<file path="config.mk">
export PLATFORM = sky130hd
export DESIGN_NAME = light_sensor_hysteresis_slew
export DESIGN_NICKNAME = d
export VERILOG_FILES = /design/src/hdl/lshs_pkg.sv /design/src/hdl/light_sensor_hysteresis_slew.sv /design/src/hdl/lshs_ctrl.sv /design/src/hdl/lshs_dpath.sv
export SDC_FILE = /design/constraint.sdc
export NUM_CORES = 1
export LEC_CHECK = 0
export BUFFER_PORTS_ARGS = -buffer_cell sky130_fd_sc_hd__clkbuf_2
export CORE_MARGIN = 5
export CORE_UTILIZATION = 56
export CTS_CLUSTER_SIZE = 40
export DETAILED_ROUTE_END_ITERATION = 10
export GPL_TIMING_DRIVEN = 0
export PLACE_DENSITY = 0.78
export SLEW_MARGIN = 20
export SYNTH_ARGS = -nofsm -noshare
export SYNTH_HDL_FRONTEND = slang
export SYNTH_SLANG_ARGS = --single-unit
</file>
<file path="constraint.sdc">
create_clock -name i_clk -period 15.8 [get_ports i_clk]
set_input_delay 1.58 -clock i_clk [delete_from_list [all_inputs] [get_ports i_clk]]
set_output_delay 1.58 -clock i_clk [all_outputs]
set_load 0.005 [all_outputs]
</file>
<file path="src/hdl/lshs_pkg.sv">
// Shared types and constants for the light sensor hysteresis / glow slew block.
// No dependencies; imported by every module of the block.
`default_nettype none

package lshs_pkg;

    localparam int TIME_W        = 16;
    localparam int LEVEL_W       = 16;
    localparam int GLOW_W        = 16;
    localparam int ACCUM_W       = 17;
    localparam int SAMPLE_FIELDS = 6;
    localparam int NUM_SAMPLES   = 6;
    localparam int EVENT_W       = 2;

    localparam int IN_W  = TIME_W + SAMPLE_FIELDS * LEVEL_W;
    localparam int OUT_W = ((1 + EVENT_W + LEVEL_W + GLOW_W + 7) / 8) * 8;

    localparam int CFG_AW = 2;
    localparam int CFG_DW = 16;

    localparam logic [CFG_AW-1:0] REG_ON_LIMIT  = 2'd0;
    localparam logic [CFG_AW-1:0] REG_OFF_LIMIT = 2'd1;
    localparam logic [CFG_AW-1:0] REG_INTERVAL  = 2'd2;

    localparam logic [CFG_DW-1:0] INTERVAL_RESET = 16'd2185;

    localparam logic [EVENT_W-1:0] EV_NONE = 2'd0;
    localparam logic [EVENT_W-1:0] EV_ON   = 2'd1;
    localparam logic [EVENT_W-1:0] EV_OFF  = 2'd2;

    localparam logic [GLOW_W-1:0]  FULL_GLOW = {GLOW_W{1'b1}};
    localparam logic [ACCUM_W-1:0] ACCUM_MAX = {ACCUM_W{1'b1}};

    // one quotient bit per divide step
    localparam int DIV_STEPS = GLOW_W;
    localparam int DIV_CNT_W = $clog2(DIV_STEPS);

    typedef struct packed {
        logic cap_in;    // latch the input beat
        logic eval;      // accumulator, level hold, hysteresis
        logic prep;      // signed differences and magnitudes
        logic load;      // goal special cases, dividend set-up
        logic div_step;  // one restoring divide step
        logic slew;      // move glow toward the goal
        logic load_out;  // fill the output register
    } t_dp_cmd;

    typedef struct packed {
        logic use_div;   // goal needs the serial divide
    } t_dp_stat;

endpackage

`default_nettype wire

</file>
<file path="src/hdl/light_sensor_hysteresis_slew.sv">
// Light sensor with on/off hysteresis and slew-limited glow.
// States per beat: EVAL, PREP, LOAD, SLEW, DONE when the goal is a limit or a step,
// plus the 16-step serial divide after LOAD when needed; one beat in flight at a time.
// DONE waits until the output register is free before the result is loaded.
// The next input beat is taken while a result waits in the output register.
// Reset (i_rst_n, synchronous, active low): unlit, level and glow zero, limits zero,
// interval 2185.
`default_nettype none

module light_sensor_hysteresis_slew
    import lshs_pkg::*;
(
    input  wire               i_clk,
    input  wire               i_rst_n,
    input  wire               s_axis_tvalid,
    output logic              s_axis_tready,
    // time_step[15:0], light_sample_0[31:16] .. light_sample_5[111:96]
    input  wire  [IN_W-1:0]   s_axis_tdata,
    output logic              m_axis_tvalid,
    input  wire               m_axis_tready,
    // is_lit[0], change_event[2:1], held_level[18:3], glow_amount[34:19], zero pad
    output logic [OUT_W-1:0]  m_axis_tdata,
    input  wire               i_cfg_we,
    input  wire  [CFG_AW-1:0] i_cfg_addr,
    input  wire  [CFG_DW-1:0] i_cfg_data
);

    t_dp_cmd  cmd;
    t_dp_stat stat;

    lshs_ctrl u_ctrl (
        .i_clk         (i_clk),
        .i_rst_n       (i_rst_n),
        .s_axis_tvalid (s_axis_tvalid),
        .s_axis_tready (s_axis_tready),
        .m_axis_tvalid (m_axis_tvalid),
        .m_axis_tready (m_axis_tready),
        .i_stat        (stat),
        .o_cmd         (cmd)
    );

    lshs_dpath u_dpath (
        .i_clk      (i_clk),
        .i_rst_n    (i_rst_n),
        .i_cmd      (cmd),
        .o_stat     (stat),
        .i_in_data  (s_axis_tdata),
        .i_cfg_we   (i_cfg_we),
        .i_cfg_addr (i_cfg_addr),
        .i_cfg_data (i_cfg_data),
        .o_out_data (m_axis_tdata)
    );

    // one beat in flight: an accepted beat closes the input until it is done
    a_one_in_flight: assert property (@(posedge i_clk) disable iff (!i_rst_n)
        (s_axis_tvalid && s_axis_tready) |=> !s_axis_tready)
        else $error("input accepted while a beat is in flight");

    // the unused event code never appears
    a_event_code: assert property (@(posedge i_clk) disable iff (!i_rst_n)
        m_axis_tvalid |-> (m_axis_tdata[2:1] != 2'b11))
        else $error("invalid change_event code");

    // a turned-on event leaves the cell lit, a turned-off one leaves it unlit
    a_event_state: assert property (@(posedge i_clk) disable iff (!i_rst_n)
        m_axis_tvalid |-> ((m_axis_tdata[2:1] != EV_ON) || m_axis_tdata[0])
                       && ((m_axis_tdata[2:1] != EV_OFF) || !m_axis_tdata[0]))
        else $error("change_event disagrees with is_lit");

endmodule

`default_nettype wire

</file>
<file path="src/hdl/lshs_ctrl.sv">
// Controller FSM for the light sensor block: sequences evaluate, divide and slew.
// Depends on lshs_pkg; drives lshs_dpath through t_dp_cmd.
`default_nettype none

module lshs_ctrl
    import lshs_pkg::*;
(
    input  wire      i_clk,
    input  wire      i_rst_n,
    input  wire      s_axis_tvalid,
    output logic     s_axis_tready,
    output logic     m_axis_tvalid,
    input  wire      m_axis_tready,
    input  t_dp_stat i_stat,
    output t_dp_cmd  o_cmd
);

    localparam logic [2:0] S_IDLE = 3'd0;
    localparam logic [2:0] S_EVAL = 3'd1;
    localparam logic [2:0] S_PREP = 3'd2;
    localparam logic [2:0] S_LOAD = 3'd3;
    localparam logic [2:0] S_DIV  = 3'd4;
    localparam logic [2:0] S_SLEW = 3'd5;
    localparam logic [2:0] S_DONE = 3'd6;

    logic [2:0]           r_state, n_state;
    logic [DIV_CNT_W-1:0] r_cnt, n_cnt;
    logic                 r_out_valid, n_out_valid;

    always_comb begin
        n_state     = r_state;
        n_cnt       = r_cnt;
        o_cmd       = '0;
        n_out_valid = r_out_valid;
        if (r_out_valid && m_axis_tready) begin
            n_out_valid = 1'b0;
        end
        case (r_state)
            S_IDLE: begin
                if (s_axis_tvalid) begin
                    o_cmd.cap_in = 1'b1;
                    n_state      = S_EVAL;
                end
            end
            S_EVAL: begin
                o_cmd.eval = 1'b1;
                n_state    = S_PREP;
            end
            S_PREP: begin
                o_cmd.prep = 1'b1;
                n_state    = S_LOAD;
            end
            S_LOAD: begin
                o_cmd.load = 1'b1;
                n_cnt      = '0;
                n_state    = i_stat.use_div ? S_DIV : S_SLEW;
            end
            S_DIV: begin
                o_cmd.div_step = 1'b1;
                n_cnt          = r_cnt + 1'b1;
                if (r_cnt == DIV_CNT_W'(DIV_STEPS - 1)) begin
                    n_state = S_SLEW;
                end
            end
            S_SLEW: begin
                o_cmd.slew = 1'b1;
                n_state    = S_DONE;
            end
            S_DONE: begin
                // wait for the output register to free up
                if (!r_out_valid || m_axis_tready) begin
                    o_cmd.load_out = 1'b1;
                    n_out_valid    = 1'b1;
                    n_state        = S_IDLE;
                end
            end
            default: begin
                n_state = S_IDLE;
            end
        endcase
    end

    always_ff @(posedge i_clk) begin
        if (!i_rst_n) begin
            r_state     <= S_IDLE;
            r_cnt       <= '0;
            r_out_valid <= 1'b0;
        end else begin
            r_state     <= n_state;
            r_cnt       <= n_cnt;
            r_out_valid <= n_out_valid;
        end
    end

    assign s_axis_tready = (r_state == S_IDLE);
    assign m_axis_tvalid = r_out_valid;

endmodule

`default_nettype wire

</file>
<file path="src/hdl/lshs_dpath.sv">
// Datapath: config registers, interval accumulator, hysteresis, serial goal divide,
// glow slew and output register. Depends on lshs_pkg; commanded by lshs_ctrl.
`default_nettype none

module lshs_dpath
    import lshs_pkg::*;
(
    input  wire               i_clk,
    input  wire               i_rst_n,
    input  t_dp_cmd           i_cmd,
    output t_dp_stat          o_stat,
    input  wire  [IN_W-1:0]   i_in_data,
    input  wire               i_cfg_we,
    input  wire  [CFG_AW-1:0] i_cfg_addr,
    input  wire  [CFG_DW-1:0] i_cfg_data,
    output logic [OUT_W-1:0]  o_out_data
);

    function automatic logic [LEVEL_W-1:0] max_of(
        input logic [SAMPLE_FIELDS*LEVEL_W-1:0] smp
    );
        logic [LEVEL_W-1:0] best;
        best = '0;
        for (int i = 0; i < NUM_SAMPLES && i < SAMPLE_FIELDS; i++) begin
            if (smp[i*LEVEL_W +: LEVEL_W] > best) begin
                best = smp[i*LEVEL_W +: LEVEL_W];
            end
        end
        return best;
    endfunction

    // configuration
    logic [LEVEL_W-1:0] r_on_limit, r_off_limit;
    logic [CFG_DW-1:0]  r_interval;

    // block state
    logic               r_lit;
    logic [LEVEL_W-1:0] r_level;
    logic [ACCUM_W-1:0] r_accum;
    logic [GLOW_W-1:0]  r_glow;

    // per-beat working registers
    logic [TIME_W-1:0]                r_ts;
    logic [SAMPLE_FIELDS*LEVEL_W-1:0] r_smp;
    logic [EVENT_W-1:0]               r_event;
    logic [LEVEL_W-1:0]               r_num, r_den;
    logic                             r_n_pos, r_n_zero, r_d_zero, r_same_sign;
    logic                             r_direct;
    logic [GLOW_W-1:0]                r_goal;
    logic [GLOW_W-1:0]                r_rem, r_lo, r_quo;
    logic [OUT_W-1:0]                 r_out;

    logic [ACCUM_W:0]   sum_wide;
    logic [ACCUM_W-1:0] accum_sat;
    logic [LEVEL_W-1:0] best;
    logic [LEVEL_W:0]   n_diff, d_diff;
    logic [2*GLOW_W-1:0] dividend;
    logic [GLOW_W:0]    rem_sh;
    logic               q_bit;
    logic [GLOW_W-1:0]  goal;
    logic [GLOW_W:0]    glow_up;
    logic [GLOW_W-1:0]  n_glow;

    assign sum_wide  = {1'b0, r_accum} + (ACCUM_W+1)'(r_ts);
    assign accum_sat = sum_wide[ACCUM_W] ? ACCUM_MAX : sum_wide[ACCUM_W-1:0];
    assign best      = max_of(r_smp);

    assign n_diff = {1'b0, r_level} - {1'b0, r_off_limit};
    assign d_diff = {1'b0, r_on_limit} - {1'b0, r_off_limit};

    // nonzero, same-sign and below the denominator: quotient fits, run the divide
    assign o_stat.use_div = !r_d_zero && !r_n_zero && r_same_sign && (r_num < r_den);

    // num * 65535 = (num << 16) - num
    assign dividend = {r_num, {GLOW_W{1'b0}}} - (2*GLOW_W)'(r_num);

    assign rem_sh = {r_rem, r_lo[GLOW_W-1]};
    assign q_bit  = (rem_sh >= {1'b0, r_den});

    assign goal    = r_direct ? r_goal : r_quo;
    assign glow_up = {1'b0, r_glow} + (GLOW_W+1)'(r_ts);

    always_comb begin
        n_glow = r_glow;
        if (r_glow < goal) begin
            n_glow = (glow_up > {1'b0, goal}) ? goal : glow_up[GLOW_W-1:0];
        end else if (r_glow > goal) begin
            n_glow = ((r_glow - goal) > r_ts) ? (r_glow - r_ts) : goal;
        end
    end

    // state with defined reset values
    always_ff @(posedge i_clk) begin
        if (!i_rst_n) begin
            r_on_limit  <= '0;
            r_off_limit <= '0;
            r_interval  <= INTERVAL_RESET;
            r_lit       <= 1'b0;
            r_level     <= '0;
            r_accum     <= '0;
            r_glow      <= '0;
        end else begin
            if (i_cfg_we) begin
                case (i_cfg_addr)
                    REG_ON_LIMIT:  r_on_limit  <= i_cfg_data;
                    REG_OFF_LIMIT: r_off_limit <= i_cfg_data;
                    REG_INTERVAL:  r_interval  <= i_cfg_data;
                    default: begin
                    end
                endcase
            end
            if (i_cmd.eval) begin
                if (accum_sat >= {1'b0, r_interval}) begin
                    r_accum <= '0;
                    r_level <= best;
                    if (r_lit) begin
                        if (best < r_off_limit) begin
                            r_lit <= 1'b0;
                        end
                    end else if (best > r_on_limit) begin
                        r_lit <= 1'b1;
                    end
                end else begin
                    r_accum <= accum_sat;
                end
            end
            if (i_cmd.slew) begin
                r_glow <= n_glow;
            end
        end
    end

    // working registers, no reset needed
    always_ff @(posedge i_clk) begin
        if (i_cmd.cap_in) begin
            r_ts  <= i_in_data[TIME_W-1:0];
            r_smp <= i_in_data[IN_W-1:TIME_W];
        end
        if (i_cmd.eval) begin
            r_event <= EV_NONE;
            if (accum_sat >= {1'b0, r_interval}) begin
                if (r_lit && (best < r_off_limit)) begin
                    r_event <= EV_OFF;
                end else if (!r_lit && (best > r_on_limit)) begin
                    r_event <= EV_ON;
                end
            end
        end
        if (i_cmd.prep) begin
            r_num       <= n_diff[LEVEL_W] ? LEVEL_W'(-n_diff) : n_diff[LEVEL_W-1:0];
            r_den       <= d_diff[LEVEL_W] ? LEVEL_W'(-d_diff) : d_diff[LEVEL_W-1:0];
            r_n_pos     <= !n_diff[LEVEL_W] && (n_diff != '0);
            r_n_zero    <= (n_diff == '0);
            r_d_zero    <= (d_diff == '0);
            r_same_sign <= (n_diff[LEVEL_W] == d_diff[LEVEL_W]);
        end
        if (i_cmd.load) begin
            r_direct <= !o_stat.use_div;
            r_rem    <= dividend[2*GLOW_W-1:GLOW_W];
            r_lo     <= dividend[GLOW_W-1:0];
            r_quo    <= '0;
            if (r_d_zero) begin
                // equal limits: step at the off limit
                r_goal <= r_n_pos ? FULL_GLOW : '0;
            end else if (r_n_zero || !r_same_sign) begin
                r_goal <= '0;
            end else begin
                r_goal <= FULL_GLOW;
            end
        end
        if (i_cmd.div_step) begin
            r_rem <= q_bit ? GLOW_W'(rem_sh - {1'b0, r_den}) : rem_sh[GLOW_W-1:0];
            r_lo  <= {r_lo[GLOW_W-2:0], 1'b0};
            r_quo <= {r_quo[GLOW_W-2:0], q_bit};
        end
        if (i_cmd.load_out) begin
            r_out <= OUT_W'({r_glow, r_level, r_event, r_lit});
        end
    end

    assign o_out_data = r_out;

endmodule

`default_nettype wire

</file>
# [Word-level counts from Yosys, hierarchy flattened]
# Cells that the tools add are included.
[totals] output_inout_bits=42 in_bits=135 latchBits=0 ff_bits=356 romBits=0 memories=0 ramBits=0
[classes] n_reduce_logical=31 add_sub_neg=11 div=0 n_mux=48 mul=0 bitwise_logic=1 n_eq_ne=13 shift=0 n_lt_le_gt_ge=15
[op_table] op="$mux W16" count=23
[op_table] op="$gt A16 B16 Y1" count=8
[op_table] op="$lt A16 B16 Y1" count=3
[op_table] op="$sub A16 B16 Y16" count=3
[op_table] op="$ge A17 B16 Y1" count=2
[op_table] op="$logic_not A17 Y1" count=2
[op_table] op="$mux W17" count=2
[op_table] op="$sub A16 B16 Y17" count=2
[op_table] op="$neg A16 Y16" count=2
[op_table] op="$sub A32 B16 Y32" count=1
[op_table] op="$pmux W3 S7" count=1
[op_table] op="$add A17 B16 Y18" count=1
[op_table] op="$add A16 B16 Y17" count=1
[op_table] op="$gt A17 B16 Y1" count=1
[op_table] op="$mux W1" count=17
[op_table] op="$reduce_bool A17 Y1" count=1
[op_table] op="$gt A16 B1 Y1 const B" count=1
[op_table] op="$reduce_and A2 Y1" count=5
[op_table] op="$eq A3 B3 Y1 const B" count=3
[op_table] op="$mux W3" count=3
[op_table] op="$pmux W4 S2" count=1
[op_table] op="$logic_and A1 B1 Y1" count=7
[op_table] op="$logic_not A1 Y1" count=7
[op_table] op="$eq A3 B2 Y1 const B" count=2
[op_table] op="other kinds (16)" count=20

# [Logic depth before layout (Yosys ltp)]
# Gate-level depths: netlist of the first run.
[depth] ltp_word=16 depth_mapped=85 ltp_nobuf=77

# [By module]
# Synthesis of the first run repeated with hierarchy kept, for this count alone.
[hier_totals] hier_cells=2508 area_unflattened_um2=23600.1
[modules_own_cells] mod="lshs_dpath" area_per_inst_um2=23138.4 cells_per_inst=2455 instances=1 seq_area_each_um2=9008.6
[modules_own_cells] mod="lshs_ctrl" area_per_inst_um2=461.7 cells_per_inst=53 instances=1 seq_area_each_um2=160.2

# [Worst setup path before layout of the first run]
# No wires, ideal clock.
[synth_timing] kind="reg-to-reg" from="register u_dpath.r_smp[30]" to="register u_dpath.r_lit" path_stages_with_launch=83 synth_period_minus_slack_ns=13.692 setup_ns=0.119 setup_slack_ns=2.108 arrival_time_ns=13.574 required_time_ns=15.681 n_path_buf=9 cell_sequence="edfxtp_1 > ha_1 > nand4_2 > or2_4 > o22ai_2 > a2111oi_4 > nor2_1 > buf_2 > buf_1 > a21oi_1 > ha_1 > nand2_1 > o21ai_0 > a221oi_1 > o21ai_0 > o211ai_1 > o21ai_1 > a21o_1 > [47 not listed] > clkbuf_1 > mux2_2 > ha_1 > nor2b_1 > o21a_1 > o21ai_0 > nand2b_1 > a21oi_1 > nor2b_1 > o21ai_0 > nand2b_1 > a21oi_1 > o31ai_1 > a21o_1 > a21oi_1 > or3_1 > nand3_1 > o221a_1"
[synth_between] elab_chain_len=13 elab_cells_between_ends=15 classes_between="order compare: 7; mux: 8"
[synth_lines] item="start: declaration" line="lshs_dpath.sv:44" source="logic [SAMPLE_FIELDS*LEVEL_W-1:0] r_smp;"
[synth_lines] item="start signal: assignment" line="lshs_dpath.sv:137" source="r_smp <= i_in_data[IN_W-1:TIME_W];"
[synth_lines] item="$gt A16 B16 Y1" line="lshs_dpath.sv:25" source="if (smp[i*LEVEL_W +: LEVEL_W] > best) begin"
[synth_lines] item="$mux W16 (*)" line="lshs_dpath.sv:25"
[synth_lines] item="$gt A16 B16 Y1" line="lshs_dpath.sv:25"
[synth_lines] item="$mux W16 (*)" line="lshs_dpath.sv:25"
[synth_lines] item="$gt A16 B16 Y1" line="lshs_dpath.sv:25"
[synth_lines] item="$mux W16 (*)" line="lshs_dpath.sv:25"
[synth_lines] item="$gt A16 B16 Y1" line="lshs_dpath.sv:25"
[synth_lines] item="$mux W16 (*)" line="lshs_dpath.sv:25"
[synth_lines] item="$gt A16 B16 Y1" line="lshs_dpath.sv:25"
[synth_lines] item="$mux W16 (*)" line="lshs_dpath.sv:25"
[synth_lines] item="via u_dpath.best[1]" line="lshs_dpath.sv:55" source="logic [LEVEL_W-1:0] best;"
[synth_lines] item="$gt A16 B16 Y1 or $lt A16 B16 Y1 (tied branches)" line="lshs_dpath.sv:120, lshs_dpath.sv:117"
[synth_lines] item="$mux W1, on equally long branches" line="lshs_dpath.sv:120, lshs_dpath.sv:117"
[synth_lines] item="$mux W1 (*)" line="lshs_dpath.sv:116" source="if (r_lit) begin"
[synth_lines] item="end signal: assignment" line="lshs_dpath.sv:98" source="r_lit <= 1'b0;"
[synth_lines] item="end signal: assignment" line="lshs_dpath.sv:118" source="r_lit <= 1'b0;"
[synth_lines] item="end signal: assignment" line="lshs_dpath.sv:121" source="r_lit <= 1'b1;"
[synth_lines] item="end: declaration" line="lshs_dpath.sv:37" source="logic r_lit;"
# The timed path passes the listed nets; every way through them passes the cells marked *.
# A chain may end at the register's enable or synchronous reset.

# [Final worst setup path of the first run]
[layout_timing] from="register u_dpath.r_smp[31]" to="register u_dpath.r_lit"
# Same word-level chain as after synthesis.

==> summary.txt, run 1 <==
Job
  • Max-cap violation count: 0

Pwr
  • Lkg Pwr: 11.14 nW
  • PnR Total Power: 4.357 mW
  • Peak VDD IR: 0.1166 mV
  • Power per standard cell area: 169.1 nW/um^2

STA
  • Count of final setup violators: 0
  • Fin. Hold Viols: 0
  • Measured slew at the worst slew-check pin: 0.8966 ns
  • RSZ-0062 raised after global routing: false
  • Tmin final: 14.59 ns
  • Max_slew headroom: 0.3995
  • Max Freq: 0.06853 GHz
  • Count of pins over their slew limit: 0
  • Fin crit share: 0.9235
  • Max Clock Skew: 0.02406 ns

GRT
  • Met3 GRT Util: 0.05703
  • Gr ovfl total: 0
  • GR peak layer: met2
  • Grt met1 use: 0.3293
  • Tot GR Track Use: 0.2611
  • Vias in the first global route: 18680
  • Initial antenna violation count: 15
  • Wire length of the first global-routing pass: 94760 um
  • Met2 GRT Util: 0.4351
  • Largest net degree at the start of global routing: 66

CTS
  • Worst-path clk slew: 0.06 ns
  • Total CTS buffers: 39
  • Clk buf depth: 3
  • # clock sinks: 341
  • CTS tree: done
  • H-Tree Depth: 2
  • # hold bufs at CTS: 0
  • Root Driver: clkbuf_16
  • Clock Latency Late Sink: 0.57 ns

Critical path
  • Setup crit end kind: flop
  • Max FO, Critical Path: 19
  • Req. time, crit path: 16.24 ns
  • Crit Path Class: flop to flop
  • CP max-delay cell: a21oi_4
  • CP Launch Type: flop
  • Most frequent CP cell: a21oi_1
  • Max incr delay on CP: 0.49 ns
  • Worst Path Arrival: 15.03 ns

Route
  • DRC: 0
  • 1st-iter DRT viols: 1328
  • 1st-pass router iterations: 8
  • Post-DRT Antenna Nets: 0
  • Detailed-route vias per instance: 5.821
  • WL/cell: 18.61 um
  • DR vias: 18510
  • Total Wirelength: 59160 um

Synthesis
  • List of most frequent post-synthesis cells: ha_1, inv_1, edfxtp_1
  • Largest cells by area after synthesis: edfxtp_1, ha_1, dfxtp_1
  • Synthesized flop and latch total: 341
  • Synth Flop Type: edfxtp_1
  • Async set-reset flop share out of synthesis: 0
  • Mapped Area: 22670 sq um
  • Post-synthesis sequential area ratio: 0.4045
  • Syn Inst Count: 2392
  • Largest area contributor in the netlist: edfxtp_1
  • Top-count cell post-synth: ha_1
  • Unique masters post-synth: 80
  • Top cell type's share of synthesized area: 0.3100
  • Syn avg cell area: 9.477 sq um
  • Yosys warning total: 0
  • Post-synth EDFFs: 234

Min path
  • Hold Crit Class: flop to flop

Floorplanning
  • Die Width: 211.2 um
  • Die span in y: 211.2 um
  • Top-Level Pins: 177
  • Initial core utilization: 0.5679
  • CORE AREA: 39910 sq um
  • Row Count: 73
  • Die area: 44610 sq um

Status
  • Status: complete, no violations

Layout
  • Footprint of the multi-input gates: 12280 sq um
  • FF+latch area: 9169 sq um
  • Nets: 3040
  • Layout overhead on the synthesized area: 13.64%
  • # fillers: 3181
  • Layout cells sized above 1: 0.1190
  • Final std cells w/o fill: 3179

Place
  • Port Buffers: 171
  • HPWL after detailed placement: 47220 um
  • # placed instances: 3096
  • GPL Wtd Cong: 0.9668
## through the flow
step	instance area [sq um]	util	hold WS [ns]	setup WS, ns	TNS [ns]
global route	25750	0.6451	0.4647	0.006814	0
floorplan	22680	-	0.4003	2.108	0
global placement	24200	0.6062	0.4402	-0.1076	-0.1076
CTS	25640	0.6425	0.4576	0.01103	0
detailed placement	24320	0.6092	0.4494	-0.5398	-0.9368
finish	25760	0.6454	0.4543	1.208	0
## cells in the final DEF (no fill, tap or decap), types with 8 or more instances in the layout
master	instances
ha_1	283
inv_1	259
edfxtp_1	234
a21oi_1	225
nand2_1	217
o21ai_0	182
clkbuf_2	172
nor2_1	135
dfxtp_1	107
xnor2_1	75
clkbuf_1	68
a21o_1	49
clkbuf_16	42
mux2i_1	40
nor2b_1	35
nand4_1	34
nor3_1	34
nand2b_1	29
nand3_1	27
xor2_1	27
o21a_1	22
a21boi_0	21
or3_1	20
mux2_2	18
o21bai_1	16
and3_1	16
o21ba_1	15
a32o_1	14
a31oi_1	12
buf_4	12
o31ai_1	9
o22ai_1	9
a211oi_1	9
diode_2	8
a221o_1	8
## critical path, delay by kind of cell, from the launching register on
kind | cells | cell delay (ns)
and+or+nand+nor | 19 | 2.30
DFF | 1 | 0.44
AOI/OAI and AO/OA | 43 | 7.21
buffers and inverters | 8 | 1.43
muxes | 4 | 1.26
adders and majority gates | 6 | 1.86
## logic make-up after synthesis
| family | Yosys count | synth area share |
|---|---|---|
| other | 1 | 0.0001654 |
| flip-flops | 341 | 0.4045 |
| AO/OA/AOI/OAI | 658 | 0.1798 |
| adder cells (fa/ha/maj) | 291 | 0.1629 |
| AND/OR/NAND/NOR | 600 | 0.1257 |
| XOR/XNOR | 102 | 0.03941 |
| multiplexers | 64 | 0.02975 |
| buffers and inverters | 335 | 0.05779 |
## path summary, 6_finish.rpt
path / slack [ns] / endpoint / cells after the start / from
max: 1.21 / u_dpath.r_lit / 80 / u_dpath.r_smp[31]
min: 0.45 / u_dpath.r_interval[14] / 2 / u_dpath.r_interval[14]
max reg2reg: 1.21 / u_dpath.r_lit / 80 / u_dpath.r_smp[31]
min reg2reg: 0.45 / u_dpath.r_interval[14] / 2 / u_dpath.r_interval[14]
## where the power goes
part	total (mW)	switching [mW]	leakage, nW	internal, mW
combinational	2.23	1.28	7.44	0.943
sequential	1.21	0.0832	3.07	1.12
clock	0.925	0.373	0.630	0.552
## state kept, by name, indices dropped and copies added, names as in the netlist, 2 cells and up
signal and count:
u_dpath.r_event 2, u_dpath.r_ts 16, u_dpath.r_smp 96, u_ctrl.r_cnt 4, u_dpath.o_out_data 35, u_dpath.r_on_limit 16
u_dpath.r_num 16, u_dpath.r_level 16, u_dpath.r_lo 16, u_dpath.r_den 16, u_ctrl.r_state 3, u_dpath.r_interval 16
u_dpath.r_quo 16, u_dpath.r_accum 17, u_dpath.r_off_limit 16, u_dpath.r_glow 16, u_dpath.r_rem 16
## metal layers
metal | part of all wire | up-vias
met5 | 0.0014 | -
met4 | 0.042 | 14
met3 | 0.072 | 186
met2 | 0.47 | 669
met1 | 0.42 | 8621
li1 | - | 9016
## layout make-up
| type | count | share of cell area |
|---|---|---|
| antenna | 8 | 0.0007771 |
| buffer | 72 | 0.01297 |
| clock buffer | 56 | 0.04376 |
| clock inverter | 16 | 0.007479 |
| inverter | 260 | 0.03788 |
| multi-input combinational | 1720 | 0.4768 |
| sequential | 341 | 0.3559 |
| tap | 525 | 0.02550 |
| timing repair buffer | 181 | 0.03895 |
## what timing repair did
action	CTS	global route
cloned	0	0
endpoints found under the setup margin	2	3
gates resized for setup	3	22
pin swaps	0	1
setup buffers	0	6
No activity file was read; power rests on OpenSTA's default activity.
==> run 2: changes to the inputs <==
--- a/config.mk
+++ b/config.mk
@@ -11,7 +11,7 @@
 export CTS_CLUSTER_SIZE = 40
 export DETAILED_ROUTE_END_ITERATION = 10
 export GPL_TIMING_DRIVEN = 0
-export PLACE_DENSITY = 0.78
+export PLACE_DENSITY = 0.82
 export SLEW_MARGIN = 20
 export SYNTH_ARGS = -nofsm -noshare
 export SYNTH_HDL_FRONTEND = slang
==> summary.txt, run 2 (same netlist as run 1, synthesis figures left out) <==
Status
  • Status: complete, no violations (unchanged)

GRT
  • Tot GR Track Use: 0.2636 (was 0.2611)
  • Vias in the first global route: 18760 (was 18680)
  • Initial antenna violation count: 11 (was 15)
  • Largest net degree at the start of global routing: 66 (unchanged)
  • Gr ovfl total: 0 (unchanged)
  • Wire length of the first global-routing pass: 94730 um (was 94760 um)

Route
  • Post-DRT Antenna Nets: 0 (unchanged)
  • WL/cell: 18.98 um (was 18.61 um)
  • DRC: 0 (unchanged)
  • Detailed-route vias per instance: 5.875 (was 5.821)
  • Total Wirelength: 60250 um (was 59160 um)
  • 1st-iter DRT viols: 1486 (was 1328)
  • 1st-pass router iterations: 6 (was 8)
  • DR vias: 18650 (was 18510)

STA
  • Fin. Hold Viols: 0 (unchanged)
  • Tmin final: 14.83 ns (was 14.59 ns)
  • Count of final setup violators: 0 (unchanged)
  • Final setup TNS: 0 ns (unchanged)
  • Max_slew headroom: 0.3058 (was 0.3995)
  • Fin crit share: 0.9389 (was 0.9235)
  • Max Clock Skew: 0.01992 ns (was 0.02406 ns)
  • Count of pins over their slew limit: 0 (unchanged)
  • Measured slew at the worst slew-check pin: 1.036 ns (was 0.8966 ns)
  • RSZ-0062 raised after global routing: false (unchanged)
  • Max Freq: 0.06741 GHz (was 0.06853 GHz)

CTS
  • Clock Latency Late Sink: 0.58 ns (was 0.57 ns)
  • # hold bufs at CTS: 0 (unchanged)
  • Total CTS buffers: 40 (was 39)
  • Root Driver: clkbuf_16 (unchanged)
  • CTS tree: done (unchanged)
  • Worst-path clk slew: 0.06 ns (about the same)
  • H-Tree Depth: 2 (unchanged)
  • # clock sinks: 341 (unchanged)
  • Clk buf depth: 3 (unchanged)

Layout
  • Layout overhead on the synthesized area: 13.67% (was 13.64%)
  • Commonest non-fill, non-tap cell in the layout: ha_1 (unchanged)
  • Largest Register: u_dpath.r_smp (unchanged)
  • Layout cells sized above 1: 0.1194 (was 0.1190)
  • Max reg flops: 96 (unchanged)
  • Nets: 3043 (was 3040)
  • Final Util: 0.6456 (was 0.6454)
  • # fillers: 3059 (was 3181)
  • Commonest non-fill, non-tap cells in the layout: ha_1, inv_1, edfxtp_1 (unchanged)
  • Final std cells w/o fill: 3175 (was 3179)

Pwr
  • Peak VDD IR: 0.1468 mV (was 0.1166 mV)
  • Power per standard cell area: 171.3 nW/um^2 (was 169.1 nW/um^2)
  • Lkg Pwr: 11.16 nW (was 11.14 nW)

Place
  • GPL Wtd Cong: 0.9438 (was 0.9668)
  • Port Buffers: 171 (unchanged)
  • # placed instances: 3096 (unchanged)
  • HPWL after detailed placement: 47540 um (was 47220 um)

Critical path
  • Flop2flop setup slack: 0.97 ns (was 1.21 ns)
  • Max FO, Critical Path: 10 (was 19)
  • CP max-delay cell: edfxtp_1 (was a21oi_4)
  • Crit Path Class: flop to flop (unchanged)
  • Worst Path Arrival: 15.29 ns (was 15.03 ns)
  • Worst Setup SP: u_dpath.r_smp[30] (was u_dpath.r_smp[31])
  • Req. time, crit path: 16.26 ns (was 16.24 ns)
  • Setup crit end kind: flop (unchanged)
  • Reg2reg end: u_dpath.r_lit (unchanged)
  • CP Launch Type: flop (unchanged)
  • R2R depth: 81 (was 80)
  • Most frequent CP cell: a21oi_1 (unchanged)
  • Crit path to: u_dpath.r_lit (unchanged)
  • RR Startpoint: u_dpath.r_smp[30] (was u_dpath.r_smp[31])
  • Max incr delay on CP: 0.44 ns (was 0.49 ns)

Floorplanning
  • Die span in y: 211.2 um (unchanged)
  • Row Count: 73 (unchanged)
  • Initial core utilization: 0.5679 (unchanged)
  • Die Width: 211.2 um (unchanged)
  • CORE AREA: 39910 sq um (unchanged)
  • Die area: 44610 sq um (unchanged)
  • Top-Level Pins: 177 (unchanged)

Min path
  • Hold Crit Class: flop to flop (unchanged)

Job
  • Max-cap violation count: 0 (unchanged)
run 2: cell types whose count changed in the layout (fill, tap and decap cells not counted), sizes merged:
| cell | change |
|---|---|
| buf | +1 |
| bufinv | +1 |
| clkbuf | -8 |
| clkinv | +9 |
| clkinvlp | -1 |
| diode | -5 |
| inv | -1 |
run 2: critical path, delay by kind of cell (launching register included):
family / cells / cell delay (ns)
adder cells (fa/ha/maj): 6 / 1.64
AND/OR/NAND/NOR: 19 / 2.57
buffers and inverters: 9 / 1.75
multiplexers: 4 / 1.20
AO/OA/AOI/OAI: 43 / 7.08
flip-flops: 1 / 0.44
run 2: how the worst min path moves through the flow:
| stage | start | endpoint | slack, ns | depth (start not counted) |
|---|---|---|---|---|
| 3_5_place_dp | u_dpath.r_level[5] | u_dpath.o_out_data[8] | 0.45 | 0 |
| 6_report | u_dpath.r_interval[10] | u_dpath.r_interval[10] | 0.46 | 2 |
| 5_1_grt | u_dpath.r_interval[14] | u_dpath.r_interval[14] | 0.48 | 2 |
| 4_1_cts | u_dpath.r_interval[6] | u_dpath.r_interval[6] | 0.46 | 2 |
| 3_3_place_gp | u_ctrl.r_cnt[3] | u_ctrl.r_cnt[3] | 0.44 | 1 |
| 2_1_floorplan | u_dpath.r_event[0] | u_dpath.o_out_data[1] | 0.40 | 0 |
run 2: timing repair:
item	4_1_cts	5_1_grt
pin swaps	0	1
buffers inserted	0	7
resized for setup	4	20
endpoints found under the setup margin	2	3
gates cloned	0	0
run 2: area by class of cell:
cell class | instances | area (sq um) | share of cell area
flip-flops and latches | 341 | 9169 | 0.3558
multi-input cells | 1720 | 12270 | 0.4764
clock inverters | 24 | 247.7 | 0.009614
diodes | 3 | 7.507 | 0.0002913
well taps | 525 | 656.9 | 0.02549
inverters | 260 | 975.9 | 0.03788
plain buffers | 73 | 342.8 | 0.01330
repair buffers | 182 | 1003 | 0.03894
clock buffers | 47 | 1090 | 0.04229
run 2: power by group:
part	total (mW)	internal [mW]	switching, mW	leakage [nW]
logic	2.27	0.966	1.30	7.44
clock network	0.939	0.561	0.378	0.645
registers	1.21	1.12	0.0858	3.07
run 2: through the flow:
stage	setup WS, ns	hold slack (ns)	instance area, sq um	power (mW)
6_report	0.9661	0.4589	25770	4.414
3_5_place_dp	-0.6578	0.4483	24310	3.370
3_3_place_gp	-0.1816	0.4418	24200	3.279
2_1_floorplan	2.108	0.4003	22680	2.819
5_1_grt	0.03534	0.4789	25760	4.713
4_1_cts	0.01968	0.4575	25660	4.343
run 2: layer usage:
layer	GRT usage	vias up	share of wire	routed length (um)
li1	-	9008	-	-
met1	0.3231	8692	0.40	24320
met2	0.4449	762	0.47	28120
met3	0.06208	174	0.084	5087
met4	0.1158	18	0.043	2596
met5	0	-	0.0020	122
